File: src/rbb_pkg.sv
// types, constants and helpers of the rgb 3x3 box blur
package rbb_pkg;

    localparam int CFG_W       = 9;
    localparam int CFG_IDX_W   = 4;
    localparam int CH_W        = 8;
    localparam int PIX_W       = 3 * CH_W;
    localparam int POS_W       = 9;
    localparam int WIN_N       = 9;
    localparam int SUM_W       = 12;
    localparam int RECIP_W     = 14;
    localparam int RECIP_SH    = 16;
    localparam int MAX_WIDTH_DEF = 256;

    localparam logic [CFG_W-1:0]   SIZE_AT_RESET = 9'd256;
    // reciprocals scaled by 2^16, exact for sums up to 9 * 255
    localparam logic [RECIP_W-1:0] RECIP6 = 14'd10923;
    localparam logic [RECIP_W-1:0] RECIP9 = 14'd7282;

    typedef enum logic [CFG_IDX_W-1:0] {
        CFG_FRAME_WIDTH  = 4'd0,
        CFG_FRAME_HEIGHT = 4'd1
    } t_cfg_reg;

    typedef enum logic {
        REQ_PIXEL = 1'b0,
        REQ_FLUSH = 1'b1
    } t_req;

    typedef enum logic [1:0] {
        DIV4,
        DIV6,
        DIV9
    } t_div;

    // per-item control carried down the pipeline
    typedef struct packed {
        logic emit;
        logic top_ok;
        logic bottom_ok;
        logic row_end;
        logic wide;
        logic flush;
    } t_ctl;

    // which window cells a lane adds up
    typedef struct packed {
        logic [2:0] row_en;
        logic       col0_en;
    } t_lane_ctl;

    // truncated mean from a neighbourhood sum
    function automatic logic [CH_W-1:0] div_sum(input logic [SUM_W-1:0] sum,
                                                input t_div div);
        logic [SUM_W+RECIP_W-1:0] prod;
        logic [CH_W-1:0]          quot;
        prod = '0;
        unique case (div)
            DIV4: quot = sum[2 +: CH_W];
            DIV6: begin
                prod = (SUM_W+RECIP_W)'(sum) * (SUM_W+RECIP_W)'(RECIP6);
                quot = prod[RECIP_SH +: CH_W];
            end
            DIV9: begin
                prod = (SUM_W+RECIP_W)'(sum) * (SUM_W+RECIP_W)'(RECIP9);
                quot = prod[RECIP_SH +: CH_W];
            end
            default: quot = '0;
        endcase
        return quot;
    endfunction

endpackage

File: src/rbb_lane.sv
// one colour lane: masked window sums, then division by the cell count
module rbb_lane (
    input  logic                                i_clk,
    input  logic                                i_load,
    input  logic [rbb_pkg::WIN_N-1:0][rbb_pkg::CH_W-1:0] i_win,
    input  rbb_pkg::t_lane_ctl                  i_ctl,
    input  rbb_pkg::t_div                       i_div_a,
    input  rbb_pkg::t_div                       i_div_b,
    output logic [rbb_pkg::CH_W-1:0]            o_quot_a,
    output logic [rbb_pkg::CH_W-1:0]            o_quot_b
);
    import rbb_pkg::*;

    logic [SUM_W-1:0] n_sum_a;
    logic [SUM_W-1:0] n_sum_b;
    logic [SUM_W-1:0] r_sum_a;
    logic [SUM_W-1:0] r_sum_b;

    // sums over the in-frame rows; column 0 only for the wide result
    always_comb begin
        logic [SUM_W-1:0] col0;
        col0   = '0;
        n_sum_b = '0;
        for (int k = 0; k < 3; k++) begin
            n_sum_b = n_sum_b
                    + SUM_W'(i_win[k*3+1] & {CH_W{i_ctl.row_en[k]}})
                    + SUM_W'(i_win[k*3+2] & {CH_W{i_ctl.row_en[k]}});
            col0 = col0 + SUM_W'(i_win[k*3] & {CH_W{i_ctl.row_en[k] & i_ctl.col0_en}});
        end
        n_sum_a = n_sum_b + col0;
    end

    always_ff @(posedge i_clk) begin
        if (i_load) begin
            r_sum_a <= n_sum_a;
            r_sum_b <= n_sum_b;
        end
    end

    assign o_quot_a = div_sum(r_sum_a, i_div_a);
    assign o_quot_b = div_sum(r_sum_b, i_div_b);
endmodule

File: config.mk
export PLATFORM = sky130hd
export DESIGN_NAME = rbb_lane
export DESIGN_NICKNAME = d
export VERILOG_FILES = /design/src/rbb_pkg.sv /design/src/rbb_lane.sv
export SDC_FILE = /design/constraint.sdc
export NUM_CORES = 1
export LEC_CHECK = 0
export BUFFER_PORTS_ARGS = -buffer_cell sky130_fd_sc_hd__buf_2
export CAP_MARGIN = 20
export CORE_MARGIN = 5
export CORE_UTILIZATION = 60
export CTS_CLUSTER_SIZE = 8
export DETAILED_ROUTE_END_ITERATION = 8
export GPL_TIMING_DRIVEN = 0
export PLACE_DENSITY = 0.8
export SLEW_MARGIN = 20
export SYNTH_ARGS = -nofsm -noshare
export SYNTH_HDL_FRONTEND = slang
export SYNTH_SLANG_ARGS = --single-unit
export TNS_END_PERCENT = 100
File: constraint.sdc
create_clock -name i_clk -period 8.3 [get_ports i_clk]
set_input_delay 0.83 -clock i_clk [delete_from_list [all_inputs] [get_ports i_clk]]
set_output_delay 0.83 -clock i_clk [all_outputs]
set_load 0.05 [all_outputs]
### Word-level counts from Yosys, hierarchy flattened

Cells that the tools add are included.

* register bits after elaboration: 24
* output and inout bits: 16
* logic and storage cells: 34

* $add $sub $neg: 8
* multipliers: 4
* equality and inequality tests: 4
* muxes and demuxes: 2
* bitwise operators: 12
* reductions and logical operators: 2

Operator list (number)
* 8-bit bitwise AND: 9
* 12-bit by 14-bit multiplier with 24-bit output (second input constant): 2
* 8-bit case mux with 3 select lines: 2
* 12-bit by 12-bit multiplier with 23-bit output (second input constant): 2
* 9-bit by 8-bit adder with 10-bit output: 2
* 8-bit by 8-bit adder with 9-bit output: 2
* 11-bit by 8-bit adder with 12-bit output: 1
* 12-bit by 10-bit adder with 12-bit output: 1
* 12-bit by 8-bit adder with 12-bit output: 1
* 10-bit by 8-bit adder with 11-bit output: 1
* 2-bit by 1-bit == test with 1-bit output (second input constant): 2
* 2-bit == test (second input constant): 2
* 2-bit logical NOT: 2
* 1-bit bitwise AND: 3

### Depth between registers and ports, before layout

* depth after elaboration: 7
* mapped depth: 24
* mapped depth without buffers: 23

### Worst setup path before layout

Ideal clock, no wire load.

* kind: register -> output
* start point: register r_sum_a[8]
* end point: output port o_quot_a[4] (netlist bit)
* arrival time: 5620 ps
* slack: 1850 ps
* stages on the path, launching flop included: 18
* path buffers: 0
* cells stage by stage: edfxtp_1 ha_1 inv_1 fa_1 inv_1 fa_1 fa_1 inv_1 fa_1 inv_1 ha_1 and3_1 nand2_1 o31ai_2 o41ai_4 o21ai_1 a211oi_1 o31ai_1

* word-level cells in the longest chain between the ends: 2
* elaborated cells on any way between the ends: 3
* classes of those cells: mul (2); mux (1)

RTL lines
* start, declared: line rbb_lane.sv:16 `logic [SUM_W-1:0] r_sum_a;`
* start signal, assigned: line rbb_lane.sv:35 `r_sum_a <= n_sum_a;`
* 12-bit by 14-bit multiplier with 24-bit output / 12-bit by 12-bit multiplier with 23-bit output (equally long branches): line rbb_pkg.sv:61, rbb_pkg.sv:65
* 8-bit case mux with 3 select lines *: line rbb_pkg.sv:58 `unique case (div)`
* end, declared: line rbb_lane.sv:9 `output logic [rbb_pkg::CH_W-1:0] o_quot_a,`

Every way passes the cells marked *; elsewhere a longest branch is shown, timed or not.

### Final worst setup path

* start point: register r_sum_a[8]
* end point: output port o_quot_a[6] (netlist bit)

The elaborated chain is that of the path after synthesis.

==> reports/qor.csv <==
stage,metric,value,unit
run_status,status,"finished, final reports clean",
sta,Final Hold Vio Count,0,
detailed_routing,Starting DRT DRC Count,353,
clock_tree,Post-CTS Resized,0,
clock_tree,Longest Clk Path Bufs,2,
finish,number of diodes,0,
die,Initial Util,60.9,%
logic_synthesis,synth warn,0,
clock_tree,CTS Buf Count,3,
clock_tree,post-CTS setup buffers,0,
finish,fill cell count,1446,
sta,Setup TNS,0,ns
global_route,GRT met1 Usage,30.3,%
finish,P&R area growth vs syn,7.36,%
detailed_routing,Final ANT Viol Nets,0,
logic_synthesis,cell with the most instances after synthesis,inv_1,
logic_synthesis,Synth Instances,1188,
finish,final core occ,65.4,%
die,die width,148,µm
die,row cnt,50,
die,core region area,18700,µm²
logic_synthesis,sequential fraction of the synthesis area,6.06,%
logic_synthesis,syn_nets,1731,
hold_path,HP Class,input pin to flip-flop,
finish,register area,691,µm²
finish,Non-Filler Instances,1519,
finish,final net count,1829,
sta,fin crit share,83.3,%
detailed_routing,routed vias/inst,5.34,
clock_tree,clock-pin slew on the worst setup and hold paths,0.06,ns
global_route,met2 Track Usage GR,39.1,%
die,I/O pin count,98,
logic_synthesis,Synth area leaders,"fa_1 32%, ha_1 31%, inv_1 11%",
global_route,largest net degree at the start of global routing,24,
critical_path,endpoint class of the critical path,primary output,
clock_tree,Sink Count,23,
detailed_routing,DRT Pass-1 Iters,5,
placed_design,IO buf count,93,
sta,max frequency,0.145,GHz
critical_path,CP max FO,8,
clock_tree,H-tree depth,1,
critical_path,Critical Path RT,7.47,ns
global_route,GRT overflow,0,
placed_design,routability cong.,0.915,
clock_tree,root buf cell,clkbuf_16,
global_route,global-route wire length before repair,40400,µm
finish,area taken by multi-input logic gates,9390,µm²
clock_tree,CTS tree,built,
logic_synthesis,most area-hungry cell type in the Yosys netlist,fa_1,
logic_synthesis,Synth Area per Inst,9.59,µm²
run,Max-Cap Viols,0,
logic_synthesis,Yosys cell types,53,
detailed_routing,Via Count,8105,
detailed_routing,average wire per standard cell,15.0,µm
global_route,initial antenna violation count,0,
die,die area,21800,µm²
global_route,vias in the first global route,9055,
die,Die Ht,148,µm
placed_design,Final HPWL DP,20900,µm
clock_tree,CTS Hold Bufs,0,
detailed_routing,residual DRC count,0,
logic_synthesis,"top cells by count, synth","334 x inv_1, 280 x ha_1, 181 x fa_1",
global_route,met3 usage,2.12,%
critical_path,Crit Path Class,flip-flop to primary output,
sta,RSZ-0062 raised after global routing,false,
logic_synthesis,"Primary FF master, synth",edfxtp_1,
sta,final worst path period need,6.92,ns
critical_path,Worst EP arrival,6.09,ns
logic_synthesis,"EDFF count, synth",23,
sta,"Slew Viols, Final",0,
sta,Worst-Margin Slew,0.688,ns
global_route,total track usage,22.4,%
sta,Slew Limit Headroom,53.6,%
global_route,busiest layer in global routing,met2,
detailed_routing,routed wire length,22800,µm
logic_synthesis,Seq cells post-synth,23,
sta,# setup viols final,0,
logic_synthesis,post-synth top area share,31.8,%
finish,layout cell share with drive strength beyond 1,8.02,%
logic_synthesis,Mapped Area,11400,µm²
critical_path,Startpoint Class,flip-flop,
logic_synthesis,Async SR Flop Fraction,0,%
placed_design,Cells after DPL,1515,
-- worst max-delay path, stage by stage (launching register included) --
cell,delay (ns)
edfxtp_1,0.63
ha_1,0.46
inv_1,0.07
fa_1,0.47
inv_1,0.10
fa_1,0.54
fa_1,0.55
inv_1,0.06
fa_1,0.54
inv_1,0.05
ha_1,0.27
and3_1,0.18
nand2_1,0.07
o31ai_2,0.41
o41ai_4,0.17
o31ai_2,0.41
o21ai_1,0.11
mux2_1,0.33
o21ai_1,0.11
buf_2,0.28
-- area by class of cell --
type,count,area share (%)
Multi-Input combinational cell,817,76.8
Inverter,334,10.3
Sequential cell,23,5.65
Timing Repair Buffer,93,3.81
Tap cell,234,2.39
Clock buffer,3,0.614
Buffer,14,0.430
Clock inverter,1,0.0409
-- cells by family (layout without fill, tap and decap cells) --
kind of cell	after synthesis	in the layout	share of synthesized area [%]
muxes	12	12	1.07
adders and majority gates	461	461	62.6
and+or+nand+nor	165	165	7.45
xor gates and xnor gates	49	49	3.77
buffers and inverters	348	445	11.5
DFF	23	23	6.06
AOI/OAI and AO/OA	130	130	7.61
-- through the flow --
stage | hold slack, ns | instance area [µm²] | setup WS (ns)
after floorplan | 0.942 | 11400 | 1.85
after global placement | 1.33 | 12100 | 1.69
after detailed placement | 1.34 | 12100 | 1.64
after CTS | 1.08 | 12200 | 1.35
after global routing | 1.11 | 12200 | 1.04
final | 1.08 | 12200 | 1.38
-- state kept, by name (all words and copies together), names as in the netlist --
register and flops:
r_sum_a 12, r_sum_b 11
-- per-layer routing --
layer	vias to the layer above	share of wire (%)
met1	3888	46
met5	-	0
met4	0	1.9
met2	187	48
met3	35	3.7
li1	3995	-
-- final timing paths --
kind / from / end / slack, ns / depth (start not counted)
hold / removal: i_load / r_sum_b[0] / 1.08 / 1
setup / recovery: r_sum_a[8] / o_quot_a[6] / 1.38 / 19
-- cells in the final DEF (no fill, tap or decap), types with 13 or more instances in the layout --
cell type / n
nand2_1: 38
buf_2: 93
xnor2_1: 36
nand3_1: 24
clkbuf_1: 13
ha_1: 280
xor2_1: 13
and2_1: 38
nor2_1: 24
and3_1: 19
edfxtp_1: 23
a21oi_1: 40
inv_1: 334
fa_1: 181
Power is not shown: default switching activity piles up to over one toggle a cycle in this logic, so the estimate is an artifact.
